===== src/rtl/core/tlbrf_pkg.sv =====
package tlbrf_pkg;

    localparam int ADDR_W      = 64;
    localparam int SIZE_W      = 64;
    localparam int SHIFT_W     = 6;
    localparam int ID_W        = 16;
    localparam int THR_W       = 7;
    localparam int CNT_W       = 7;
    localparam int QUEUE_DEPTH = 2;
    localparam int QUEUE_PTR_W = 1;
    localparam int QUEUE_CNT_W = 2;

    localparam logic [THR_W-1:0]  THRESH_RESET = 7'd64;
    localparam logic [ADDR_W-1:0] ADDR_ONE     = 64'd1;
    localparam logic [CNT_W-1:0]  COUNT_ONE    = 7'd1;

    typedef enum logic [1:0] {
        CMD_PAGE_ID  = 2'd0,
        CMD_PAGE_ANY = 2'd1,
        CMD_ALL_ID   = 2'd2,
        CMD_ALL_ANY  = 2'd3
    } cmd_t;

    // One classified request: a run of count commands starting at addr.
    typedef struct packed {
        cmd_t               cmd;
        logic [ADDR_W-1:0]  addr;
        logic [SHIFT_W-1:0] shift;
        logic [ID_W-1:0]    id;
        logic [CNT_W-1:0]   count;
    } job_t;

endpackage


===== src/rtl/core/tlbrf_if.sv =====
interface tlbrf_req_if;
    logic        valid;
    logic        ready;
    logic [63:0] start_addr;
    logic [63:0] range_size;
    logic        whole_space;
    logic [5:0]  stride_shift;
    logic [15:0] space_id;
    logic        no_space_id;

    modport source (
        output valid, start_addr, range_size, whole_space, stride_shift, space_id,
               no_space_id,
        input  ready
    );
    modport sink (
        input  valid, start_addr, range_size, whole_space, stride_shift, space_id,
               no_space_id,
        output ready
    );
endinterface

interface tlbrf_cmd_if;
    logic        valid;
    logic        ready;
    logic [1:0]  command;
    logic [63:0] target_addr;
    logic [15:0] target_id;
    logic        last;

    modport source (
        output valid, command, target_addr, target_id, last,
        input  ready
    );
    modport sink (
        input  valid, command, target_addr, target_id, last,
        output ready
    );
endinterface


===== src/rtl/core/tlbrf_front.sv =====
module tlbrf_front #(
    parameter int MAX_PAGE_FLUSHES = 64
) (
    input  logic                     clk,
    input  logic                     rst_n,
    tlbrf_req_if.sink                req,
    input  logic                     cfg_wr_en,
    input  logic [tlbrf_pkg::THR_W-1:0] cfg_wr_data,
    output logic                     push,
    output tlbrf_pkg::job_t          push_job,
    input  logic                     queue_full
);
    import tlbrf_pkg::*;

    localparam logic [THR_W-1:0] MAX_LIMIT = THR_W'(MAX_PAGE_FLUSHES);

    logic [THR_W-1:0]  thr_reg;
    logic [THR_W-1:0]  thr_next;
    logic [THR_W-1:0]  limit;
    logic [ADDR_W-1:0] stride;
    logic [SIZE_W-1:0] quot;
    logic              rem_nz;
    logic              single;
    logic              quot_hi;
    logic [CNT_W:0]    count_lo;
    logic              too_many;
    cmd_t              page_cmd;
    cmd_t              all_cmd;

    always_comb
    begin
        thr_next = cfg_wr_en ? cfg_wr_data : thr_reg;
    end

    always_ff @(posedge clk or negedge rst_n)
    begin
        if (!rst_n)
        begin
            thr_reg <= THRESH_RESET;
        end
        else
        begin
            thr_reg <= thr_next;
        end
    end

    // Page count is ceil(size / stride); only its low bits and an overflow
    // flag matter, since the limit never exceeds the threshold width.
    always_comb
    begin
        stride   = ADDR_ONE << req.stride_shift;
        single   = req.range_size <= stride;
        quot     = req.range_size >> req.stride_shift;
        rem_nz   = |(req.range_size & (stride - ADDR_ONE));
        quot_hi  = |quot[SIZE_W-1:CNT_W];
        count_lo = {1'b0, quot[CNT_W-1:0]} + {{CNT_W{1'b0}}, rem_nz};
        limit    = (thr_reg > MAX_LIMIT) ? MAX_LIMIT : thr_reg;
        too_many = quot_hi | (count_lo > {1'b0, limit});
        page_cmd = req.no_space_id ? CMD_PAGE_ANY : CMD_PAGE_ID;
        all_cmd  = req.no_space_id ? CMD_ALL_ANY : CMD_ALL_ID;

        push_job.shift = req.stride_shift;
        push_job.id    = req.no_space_id ? '0 : req.space_id;
        if (single)
        begin
            push_job.cmd   = page_cmd;
            push_job.addr  = req.start_addr;
            push_job.count = COUNT_ONE;
        end
        else if (req.whole_space || too_many)
        begin
            push_job.cmd   = all_cmd;
            push_job.addr  = '0;
            push_job.count = COUNT_ONE;
        end
        else
        begin
            push_job.cmd   = page_cmd;
            push_job.addr  = req.start_addr;
            push_job.count = count_lo[CNT_W-1:0];
        end
    end

    assign req.ready = !queue_full;
    assign push      = req.valid && !queue_full;

endmodule


===== src/rtl/core/tlbrf_queue.sv =====
module tlbrf_queue (
    input  logic            clk,
    input  logic            rst_n,
    input  logic            push,
    input  tlbrf_pkg::job_t push_job,
    output logic            full,
    input  logic            pop,
    output tlbrf_pkg::job_t pop_job,
    output logic            empty
);
    import tlbrf_pkg::*;

    job_t                   mem_reg [QUEUE_DEPTH];
    logic [QUEUE_PTR_W-1:0] wr_ptr_reg;
    logic [QUEUE_PTR_W-1:0] wr_ptr_next;
    logic [QUEUE_PTR_W-1:0] rd_ptr_reg;
    logic [QUEUE_PTR_W-1:0] rd_ptr_next;
    logic [QUEUE_CNT_W-1:0] fill_reg;
    logic [QUEUE_CNT_W-1:0] fill_next;

    always_comb
    begin
        wr_ptr_next = push ? QUEUE_PTR_W'(wr_ptr_reg + 1'b1) : wr_ptr_reg;
        rd_ptr_next = pop ? QUEUE_PTR_W'(rd_ptr_reg + 1'b1) : rd_ptr_reg;
        fill_next   = fill_reg;
        if (push && !pop)
        begin
            fill_next = QUEUE_CNT_W'(fill_reg + 1'b1);
        end
        else if (pop && !push)
        begin
            fill_next = QUEUE_CNT_W'(fill_reg - 1'b1);
        end
    end

    always_ff @(posedge clk or negedge rst_n)
    begin
        if (!rst_n)
        begin
            wr_ptr_reg <= '0;
            rd_ptr_reg <= '0;
            fill_reg   <= '0;
        end
        else
        begin
            wr_ptr_reg <= wr_ptr_next;
            rd_ptr_reg <= rd_ptr_next;
            fill_reg   <= fill_next;
        end
    end

    always_ff @(posedge clk)
    begin
        if (push)
        begin
            mem_reg[wr_ptr_reg] <= push_job;
        end
    end

    assign pop_job = mem_reg[rd_ptr_reg];
    assign full    = fill_reg == QUEUE_CNT_W'(QUEUE_DEPTH);
    assign empty   = fill_reg == '0;

endmodule


===== src/rtl/core/tlbrf_back.sv =====
module tlbrf_back (
    input  logic            clk,
    input  logic            rst_n,
    output logic            pop,
    input  tlbrf_pkg::job_t pop_job,
    input  logic            empty,
    tlbrf_cmd_if.source     cmd
);
    import tlbrf_pkg::*;

    logic              active_reg, active_next;
    logic [CNT_W-1:0]  left_reg, left_next;
    logic              out_valid_reg, out_valid_next;
    cmd_t              cmd_reg, cmd_next;
    logic [ADDR_W-1:0] addr_reg, addr_next;
    logic [ADDR_W-1:0] stride_reg, stride_next;
    logic [ID_W-1:0]   id_reg, id_next;
    cmd_t              out_cmd_reg, out_cmd_next;
    logic [ADDR_W-1:0] out_addr_reg, out_addr_next;
    logic [ID_W-1:0]   out_id_reg, out_id_next;
    logic              out_last_reg, out_last_next;
    logic              slot_free;
    logic              emit;

    assign slot_free = !out_valid_reg || cmd.ready;
    assign emit      = active_reg && slot_free;
    assign pop       = !active_reg && !empty;

    always_comb
    begin
        active_next    = active_reg;
        left_next      = left_reg;
        out_valid_next = out_valid_reg;
        cmd_next       = cmd_reg;
        addr_next      = addr_reg;
        stride_next    = stride_reg;
        id_next        = id_reg;
        out_cmd_next   = out_cmd_reg;
        out_addr_next  = out_addr_reg;
        out_id_next    = out_id_reg;
        out_last_next  = out_last_reg;

        if (pop)
        begin
            active_next = 1'b1;
            left_next   = pop_job.count;
            cmd_next    = pop_job.cmd;
            addr_next   = pop_job.addr;
            stride_next = ADDR_ONE << pop_job.shift;
            id_next     = pop_job.id;
        end

        if (slot_free)
        begin
            out_valid_next = emit;
        end

        // Each emitted beat steps the address by one stride, wrapping mod 2^64.
        if (emit)
        begin
            active_next   = left_reg != COUNT_ONE;
            left_next     = CNT_W'(left_reg - 1'b1);
            addr_next     = addr_reg + stride_reg;
            out_cmd_next  = cmd_reg;
            out_addr_next = addr_reg;
            out_id_next   = id_reg;
            out_last_next = left_reg == COUNT_ONE;
        end
    end

    always_ff @(posedge clk or negedge rst_n)
    begin
        if (!rst_n)
        begin
            active_reg    <= 1'b0;
            left_reg      <= '0;
            out_valid_reg <= 1'b0;
        end
        else
        begin
            active_reg    <= active_next;
            left_reg      <= left_next;
            out_valid_reg <= out_valid_next;
        end
    end

    always_ff @(posedge clk)
    begin
        cmd_reg      <= cmd_next;
        addr_reg     <= addr_next;
        stride_reg   <= stride_next;
        id_reg       <= id_next;
        out_cmd_reg  <= out_cmd_next;
        out_addr_reg <= out_addr_next;
        out_id_reg   <= out_id_next;
        out_last_reg <= out_last_next;
    end

    assign cmd.valid       = out_valid_reg;
    assign cmd.command     = out_cmd_reg;
    assign cmd.target_addr = out_addr_reg;
    assign cmd.target_id   = out_id_reg;
    assign cmd.last        = out_last_reg;

endmodule


===== src/rtl/core/tlb_range_flush_sequencer_unit.sv =====
// TLB range-flush sequencer. Each request beat on req (start address, size,
// stride shift, address-space id, any-id flag, whole-space flag) becomes one
// or more invalidate command beats on cmd. A range no larger than one stride
// gives one page command; otherwise a whole-space request, or one whose page
// count ceil(size / stride) exceeds the threshold (saturated to
// MAX_PAGE_FLUSHES), gives one flush-all command; otherwise one page command
// is sent per stride step, the address wrapping mod 2^64. The last command of
// each request carries last = 1. Each request is first loaded from the queue
// into the command sequencer, which then sends one command beat per cycle
// while the command side is ready. The classifier takes a request in the
// cycle it is presented whenever the two-entry queue has room, so new
// requests keep arriving while an earlier one is still being expanded. The
// threshold register resets to 64 and is written through cfg_wr_en and
// cfg_wr_data; it should only be changed while no request is in flight.
module tlb_range_flush_sequencer_unit #(
    parameter int MAX_PAGE_FLUSHES = 64
) (
    input  logic                        clk,
    input  logic                        rst_n,
    tlbrf_req_if.sink                   req,
    tlbrf_cmd_if.source                 cmd,
    input  logic                        cfg_wr_en,
    input  logic [tlbrf_pkg::THR_W-1:0] cfg_wr_data
);
    import tlbrf_pkg::*;

    // Front to queue: classified request and back-pressure.
    logic push;
    job_t push_job;
    logic queue_full;

    // Queue to back: next request to expand into command beats.
    logic pop;
    job_t pop_job;
    logic queue_empty;

    tlbrf_front #(
        .MAX_PAGE_FLUSHES (MAX_PAGE_FLUSHES)
    ) u_front (
        .clk         (clk),
        .rst_n       (rst_n),
        .req         (req),
        .cfg_wr_en   (cfg_wr_en),
        .cfg_wr_data (cfg_wr_data),
        .push        (push),
        .push_job    (push_job),
        .queue_full  (queue_full)
    );

    tlbrf_queue u_queue (
        .clk      (clk),
        .rst_n    (rst_n),
        .push     (push),
        .push_job (push_job),
        .full     (queue_full),
        .pop      (pop),
        .pop_job  (pop_job),
        .empty    (queue_empty)
    );

    // The back end walks the page run and owns the output register, so a
    // stalled command beat blocks new requests only once the queue is full.
    tlbrf_back u_back (
        .clk     (clk),
        .rst_n   (rst_n),
        .pop     (pop),
        .pop_job (pop_job),
        .empty   (queue_empty),
        .cmd     (cmd)
    );

endmodule


===== src/flat_wrapper.sv =====
// flat-port wrapper written by rule: the top's interface ports become plain ports
module tlb_range_flush_sequencer_unit_flat import tlbrf_pkg::*;
#(
    parameter int MAX_PAGE_FLUSHES = 64
)
  (clk, rst_n, cfg_wr_en, cfg_wr_data, req_valid, req_start_addr, req_range_size, req_whole_space, req_stride_shift, req_space_id, req_no_space_id, req_ready, cmd_valid, cmd_command, cmd_target_addr, cmd_target_id, cmd_last, cmd_ready);
  tlbrf_req_if req_i ();
  tlbrf_cmd_if cmd_i ();
  input  logic clk;
  input  logic rst_n;
  input  logic cfg_wr_en;
  input  logic [tlbrf_pkg::THR_W-1:0] cfg_wr_data;
  input wire logic [$bits(req_i.valid)-1:0] req_valid;
  input wire logic [$bits(req_i.start_addr)-1:0] req_start_addr;
  input wire logic [$bits(req_i.range_size)-1:0] req_range_size;
  input wire logic [$bits(req_i.whole_space)-1:0] req_whole_space;
  input wire logic [$bits(req_i.stride_shift)-1:0] req_stride_shift;
  input wire logic [$bits(req_i.space_id)-1:0] req_space_id;
  input wire logic [$bits(req_i.no_space_id)-1:0] req_no_space_id;
  output wire logic [$bits(req_i.ready)-1:0] req_ready;
  output wire logic [$bits(cmd_i.valid)-1:0] cmd_valid;
  output wire logic [$bits(cmd_i.command)-1:0] cmd_command;
  output wire logic [$bits(cmd_i.target_addr)-1:0] cmd_target_addr;
  output wire logic [$bits(cmd_i.target_id)-1:0] cmd_target_id;
  output wire logic [$bits(cmd_i.last)-1:0] cmd_last;
  input wire logic [$bits(cmd_i.ready)-1:0] cmd_ready;
  assign req_i.valid = req_valid;
  assign req_i.start_addr = req_start_addr;
  assign req_i.range_size = req_range_size;
  assign req_i.whole_space = req_whole_space;
  assign req_i.stride_shift = req_stride_shift;
  assign req_i.space_id = req_space_id;
  assign req_i.no_space_id = req_no_space_id;
  assign req_ready = req_i.ready;
  assign cmd_valid = cmd_i.valid;
  assign cmd_command = cmd_i.command;
  assign cmd_target_addr = cmd_i.target_addr;
  assign cmd_target_id = cmd_i.target_id;
  assign cmd_last = cmd_i.last;
  assign cmd_i.ready = cmd_ready;
  tlb_range_flush_sequencer_unit #(.MAX_PAGE_FLUSHES(MAX_PAGE_FLUSHES)) u_core (.clk(clk), .rst_n(rst_n), .req(req_i), .cmd(cmd_i), .cfg_wr_en(cfg_wr_en), .cfg_wr_data(cfg_wr_data));
endmodule

===== config.mk =====
export PLATFORM = sky130hd
export DESIGN_NAME = tlb_range_flush_sequencer_unit_flat
export DESIGN_NICKNAME = d
export VERILOG_FILES = /design/src/rtl/core/tlbrf_pkg.sv /design/src/rtl/core/tlbrf_if.sv /design/src/rtl/core/tlbrf_front.sv /design/src/rtl/core/tlbrf_queue.sv /design/src/rtl/core/tlbrf_back.sv /design/src/rtl/core/tlb_range_flush_sequencer_unit.sv /design/src/flat_wrapper.sv
export SDC_FILE = /design/constraint.sdc
export NUM_CORES = 1
export LEC_CHECK = 0
export BUFFER_PORTS_ARGS = -buffer_cell sky130_fd_sc_hd__buf_2
export CAP_MARGIN = 20
export CORE_MARGIN = 5
export CORE_UTILIZATION = 30
export CTS_CLUSTER_SIZE = 24
export DETAILED_ROUTE_END_ITERATION = 6
export GPL_TIMING_DRIVEN = 0
export SYNTH_ARGS = -nofsm -noshare
export SYNTH_HDL_FRONTEND = slang
export SYNTH_SLANG_ARGS = --single-unit

===== constraint.sdc =====
create_clock -name clk -period 7.8 [get_ports clk]
set_input_delay 0 -clock clk [delete_from_list [all_inputs] [get_ports clk]]
set_output_delay 0 -clock clk [all_outputs]
set_load 0.03 [all_outputs]

==> reports/results.md, run 1 <==
* complete, no violations — result of the run
* met2 — GRT busiest layer
* 0.963 — period utilization
* clkbuf_16 — CTS Root Cell
* 10 — Critical Path Fanout Max
* 247 — Buffers on Ports
* 0.0632 — Post-Synth Adder-Cell Area
* 159 uV — Max rail drop VDD
* 26.4 um — routed len/inst
* 0.58 ns — insertion delay of the later-clocked pin in the worst-skew pair
* 10.7 um^2 — Avg Synthesized Cell Area
* 24100 — vias in the first global route
* 3361 — net total in the final layout
* 0.463 — part of the Yosys area used for sequential elements
* 0.0205 — parity-gate share of the synthesized area counting xor and xnor cells
* edfxtp_1 — library cell with the highest instance count after synthesis
* 0.0933 mm^2 — core box area
* yes — clock tree from TritonCTS
* edfxtp_1 45%, ha_1 6.2%, mux4_2 5.2% — synth top area cells
* 0.219 — total routing resource utilization after global routing
* 163 mm — wire length of the first global-routing pass
* 112 — standard-cell rows
* 228 mW/mm^2 — power density over cell area
* 0.152 — area share of and/or/nand/nor cells after synthesis
* 3.28 ns — r2r setup slk
* 0.160 — compound-gate portion of the synthesized area
* 0 — Max Transition Viols Final
* 0.100 mm^2 — full die area
* 12.1 nW — leakage power of the design
* 0.303 — initial standard-cell utilization of the core
* in -> async — type of the worst min-delay path
* dlygate4sd3_1 — Crit-path slowest cell
* 0 — Antenna Violating Nets Remaining
* 419 — number of enable flip-flop cells after synthesis
* 0.0195 ns — worst-case clock skew
* 0 — final-report setup violation count
* 0.103 — proportion of synthesized area in mux cells
* 2951 — net count after synthesis
* 6 — iteration count of the initial detailed-routing pass
* 24500 — DR vias
* 7.92 ns — arrival time of data at the critical path endpoint
* 190 — flip-flop count of the largest register, all copies and words added
* 0.362 — final core area utilization
* 0.262 — normalized max-slew margin
* input pin — startpoint class of the critical path
* 8.21 ns — required arrival time at the worst endpoint
* 0 — total count of hold-check failures in the final report
* 7.51 ns — Final Critical Period
* 2652 — number of DRC markers in iteration 0
* 0 — number of warnings printed during yosys synthesis
* ha_1 — Most Frequent Cell on Critical Path
* 0.52 ns — Largest stage delay, worst path
* 0 — number of DRC violations after detailed routing
* 0.270 — grt met1 use
* 86.5 mm — Final HPWL DP
* 0.176 — share of final-layout standard cells stronger than drive strength 1
* 0 — sum of overflow across all layers after global routing
* false — RSZ-0062 raised after global routing
* 317 um — die extent in x
* 0.0456 — fraction of registers with async set or reset after synthesis
* 439 — post-synthesis sequential element count
* 0 — count of maximum capacitance violations
* 1.10 ns — actual transition at the worst max-transition pin
* 3 — number of buffers between clock root and the deepest sink
* 133 MHz — fmax
* 91 — maximum number of pins on one net before global-route repair
* 0.06 ns — clock edge transition at the registers on the reported setup and hold paths
* 2645 — post-synthesis cell count
* edfxtp_1 — most used flip-flop cell after synthesis
* 419 x edfxtp_1, 228 x nand2_1, 193 x nor2_1 — most numerous cell types in the synthesized netlist
* 1.08 — final RePlAce weighted congestion
* 0 ns — sum of negative setup slack
* 19.8% — signed area change from the synthesized netlist to the final layout
* 0.363 — fraction of met2 tracks used by global routing
* compound AO/OA/AOI/OAI gates — dominant combinational cell family by area after synthesis
* 0 — number of buffers inserted by post-CTS setup repair
* edfxtp_1 — largest area contributor in the synthesized netlist
* 0.0282 mm^2 — Synth Cell Area
* flip-flop — endpoint type of the worst setup path
* 2 — deepest level of the CTS H-tree
* 115 mm — final wirelength
* 439 — number of sinks driven by the clock tree
* 0.446 — Yosys top cell area share
* 87 — Netlist cell types
* 45 — cts bufs inserted
* 249 — number of top-level design ports
* 0.0550 — met3 capacity usage during global routing
* in -> reg — critical setup path kind
* 317 um — vertical die dimension
* 5.64 — Avg Vias per Cell
* 2 — initial antenna violation count
==> where the power goes <==
| part | total [mW] | internal, mW | switching, mW |
|---|---|---|---|
| sequential | 3.21 | 3.05 | 0.161 |
| clock | 2.18 | 1.25 | 0.921 |
| combinational | 2.33 | 0.835 | 1.49 |
==> cell families (layout without fill, tap and decap cells) <==
kind of cell / count (synthesis) / count (layout)
AND/OR/NAND/NOR: 870 / 870
AO/OA/AOI/OAI: 695 / 695
multiplexers: 203 / 203
adder cells (fa/ha/maj): 142 / 142
flip-flops: 439 / 439
buffers and inverters: 230 / 674
XOR/XNOR: 66 / 66
other: 0 / 2
==> final timing paths <==
path | from | cells after the start | endpoint
max in group asynchronous | rst_n | 2 | u_core.u_front.thr_reg[6]
worst min register to register | u_core.u_back.id_reg[0] | 0 | u_core.u_back.cmd.target_id[0]
worst min-delay path | rst_n | 2 | u_core.u_back.cmd.valid
min in group clk | req_start_addr[15] | 3 | u_core.u_queue.mem_reg[1][44]
worst max register to register | u_core.u_back.addr_reg[0] | 12 | u_core.u_back.addr_reg[58]
worst max-delay path | req_stride_shift[0] | 31 | u_core.u_queue.mem_reg[0][60]
==> worst max-delay path: cells and delay by family <==
kind,cells,cell delay (ns)
AO/OA/AOI/OAI,9,1.49
buffers and inverters,9,2.70
adder cells (fa/ha/maj),4,1.34
AND/OR/NAND/NOR,9,2.36
==> layer usage <==
layer | share of wire | wire length [um]
met2 | 0.46 | 52900
met4 | 0.056 | 6370
met1 | 0.39 | 44400
met5 | 0.000061 | 7
met3 | 0.095 | 10900
==> per-stage QoR <==
| step | std cells | instance area (um^2) | hold WS [ns] | total power [mW] | setup slack, ns |
|---|---|---|---|---|---|
| 5_1_grt | 4343 | 33800 | 0.0428 | 8.08 | 0.000430 |
| 2_1_floorplan | 2645 | 28200 | -0.296 | 4.71 | 2.38 |
| 4_1_cts | 4342 | 33800 | 0.0154 | 7.75 | 0.334 |
| 6_report | 4345 | 33800 | 0.0152 | 7.72 | 0.288 |
| 3_3_place_gp | 4146 | 31000 | 0.0166 | 5.51 | -0.446 |
| 3_5_place_dp | 4155 | 31300 | 0.0235 | 5.51 | -0.294 |
==> area by class of cell <==
cell class | instances | area (um^2)
well taps | 1254 | 1570
multi-input cells | 1976 | 14100
fillers | 9399 | 59500
clock inverters | 24 | 285
plain buffers | 185 | 907
repair buffers | 363 | 2500
clock buffers | 57 | 1190
flip-flops and latches | 439 | 13100
inverters | 45 | 176
diodes | 2 | 5.00
==> cells in the final DEF, fill, tap and decap left out, drive strengths merged, types with 22 or more instances in the layout <==
| master | instances |
|---|---|
| ha | 141 |
| nor2 | 194 |
| o21ai | 145 |
| or2 | 22 |
| mux2 | 57 |
| xor2 | 26 |
| a211oi | 50 |
| mux4 | 65 |
| nor3 | 62 |
| clkbuf | 162 |
| dlygate4sd3 | 106 |
| inv | 43 |
| nand4 | 41 |
| nor2b | 70 |
| a21o | 59 |
| a21oi | 192 |
| and2 | 80 |
| mux2i | 81 |
| buf | 337 |
| a31oi | 27 |
| xnor2 | 40 |
| nand2 | 228 |
| edfxtp | 419 |
| nand3 | 72 |
| o211ai | 28 |
==> timing repair <==
| action | in CTS | in global routing |
|---|---|---|
| endpoints found under the setup margin | 0 | 104 |
| gates resized for setup | 0 | 4 |
| hold endpoints to repair | 206 | 0 |
| hold buffers | 106 | 0 |
No activity file was read; power rests on OpenSTA's default activity.
==> inputs of run 2 (changes only) <==
- clock period: 7.8 -> 7.1 ns (I/O delays scaled with it)
==> reports/results.md, run 2 (synthesized netlist as in run 1, its figures left out) <==
* nor4_1 — Crit-path slowest cell
* in -> reg — critical setup path kind
* 0 — total count of hold-check failures in the final report
* 0.50 ns — Largest stage delay, worst path
* 0.218 — total routing resource utilization after global routing
* 7.47 ns — required arrival time at the worst endpoint
* 0 — number of DRC violations after detailed routing
* 162 mm — wire length of the first global-routing pass
* 86.5 mm — Final HPWL DP
* 8.48 mW — Pwr Total
* 6 — iteration count of the initial detailed-routing pass
* 247 — Buffers on Ports
* false — RSZ-0062 raised after global routing
* 0 — Max Transition Viols Final
* 0.06 ns — clock edge transition at the registers on the reported setup and hold paths
* 114 mm — final wirelength
* 0 — final-report setup violation count
* 24500 — DR vias
* 0 — number of buffers inserted by post-CTS setup repair
* clkbuf_16 — CTS Root Cell
* 7.35 ns — arrival time of data at the critical path endpoint
* 4338 — fin cells
* 0.0933 mm^2 — core box area
* 19.8% — signed area change from the synthesized netlist to the final layout
* 10 — Critical Path Fanout Max
* 0 — antenna fix cells
* 0.983 — period utilization
* 12.1 nW — leakage power of the design
* flip-flop — endpoint type of the worst setup path
* complete, no violations — result of the run
* yes — clock tree from TritonCTS
* 0 — sum of overflow across all layers after global routing
* 2714 — number of DRC markers in iteration 0
* 45 — cts bufs inserted
* 0.120 ns — final worst setup slack
* buf_2 — Most Frequent Cell on Critical Path
* 439 — number of sinks driven by the clock tree
* 0 — Antenna Violating Nets Remaining
* 26.3 um — routed len/inst
* 91 — maximum number of pins on one net before global-route repair
* 0.362 — final core area utilization
* 0.178 — share of final-layout standard cells stronger than drive strength 1
* input pin — startpoint class of the critical path
* 419 x edfxtp_1, 274 x buf_2, 228 x nand2_1, 192 x a21oi_1, 189 x nor2_1 — most frequent cells in the layout
* 24100 — vias in the first global route
* 317 um — die extent in x
* 0.0195 ns — worst-case clock skew
* 143 MHz — fmax
* 6.98 ns — Final Critical Period
* 175 uV — Max rail drop VDD
* 3 — number of buffers between clock root and the deepest sink
* 0.246 — normalized max-slew margin
* 0.100 mm^2 — full die area
* in -> async — type of the worst min-delay path
* 3356 — net total in the final layout
* 190 — flip-flop count of the largest register, all copies and words added
* -0.994 ns — worst slack at placement
* 112 — standard-cell rows
* 2 — initial antenna violation count
* 1.12 ns — actual transition at the worst max-transition pin
* 2 — deepest level of the CTS H-tree
* 0.303 — initial standard-cell utilization of the core
* 5.65 — Avg Vias per Cell
* 1.08 — final RePlAce weighted congestion
* 4155 — dpl cells
* 249 — number of top-level design ports
* 0 ns — sum of negative setup slack
* 251 mW/mm^2 — power density over cell area
* 317 um — vertical die dimension
* edfxtp_1 — commonest non-fill, non-tap cell in the layout
* 0 — count of maximum capacitance violations
* 0.58 ns — insertion delay of the later-clocked pin in the worst-skew pair
run 2: cell count changes in the layout (fill, tap and decap cells not counted), sizes merged:
cell | previous run | this run
buf | 337 | 335
diode | 2 | 0
clkbuf | 162 | 159
run 2: area by class of cell:
| type | instances | area, um^2 |
|---|---|---|
| Buffer | 180 | 893 |
| Clock buffer | 57 | 1190 |
| Clock inverter | 24 | 285 |
| Fill cell | 9401 | 59500 |
| Inverter | 45 | 176 |
| Multi-Input combinational cell | 1976 | 14100 |
| Sequential cell | 439 | 13100 |
| Tap cell | 1254 | 1570 |
| Timing Repair Buffer | 363 | 2500 |
run 2: critical path: cells and delay by family:
family	cells	cell delay (ns)
AND/OR/NAND/NOR	7	1.80
buffers and inverters	10	2.77
AO/OA/AOI/OAI	10	1.70
adder cells (fa/ha/maj)	3	1.01
run 2: repair_timing:
| item | 4_1_cts | 5_1_grt |
|---|---|---|
| endpoints found under the setup margin | 136 | 138 |
| gates cloned | 0 | 0 |
| hold buffers | 106 | 0 |
| hold endpoints to repair | 206 | 0 |
| resized for setup | 4 | 9 |
run 2: where the power goes:
part,internal (mW),switching [mW]
clock network,1.38,1.01
registers,3.35,0.177
logic,0.918,1.64
total,5.65,2.83
run 2: final timing paths:
| path | slack, ns | depth (start not counted) | startpoint | endpoint |
|---|---|---|---|---|
| min in group clk | 0.28 | 3 | req_start_addr[46] | u_core.u_queue.mem_reg[1][75] |
| max | 0.12 | 30 | req_stride_shift[3] | u_core.u_queue.mem_reg[0][31] |
| min | 0.02 | 2 | rst_n | u_core.u_back.cmd.valid |
| min reg2reg | 0.41 | 0 | u_core.u_back.id_reg[0] | u_core.u_back.cmd.target_id[0] |
| max reg2reg | 2.53 | 12 | u_core.u_back.addr_reg[0] | u_core.u_back.addr_reg[58] |
| max in group asynchronous | 6.72 | 2 | rst_n | u_core.u_front.thr_reg[6] |
run 2: metal layers:
layer	wire length, um	vias to the layer above	global-route usage	share of wire
met1	44400	11800	0.270	0.39
met2	52700	1345	0.362	0.46
met5	7	-	0	0.000061
met3	10800	362	0.0530	0.095
li1	-	11000	-	-
met4	6380	2	0.0995	0.056
run 2: through the flow:
stage / hold slack, ns / area (um^2)
floorplan: -0.296 / 28200
global placement: 0.0166 / 31000
detailed placement: 0.0235 / 31300
CTS: 0.0154 / 33800
global route: 0.0427 / 33800
finish: 0.0180 / 33800
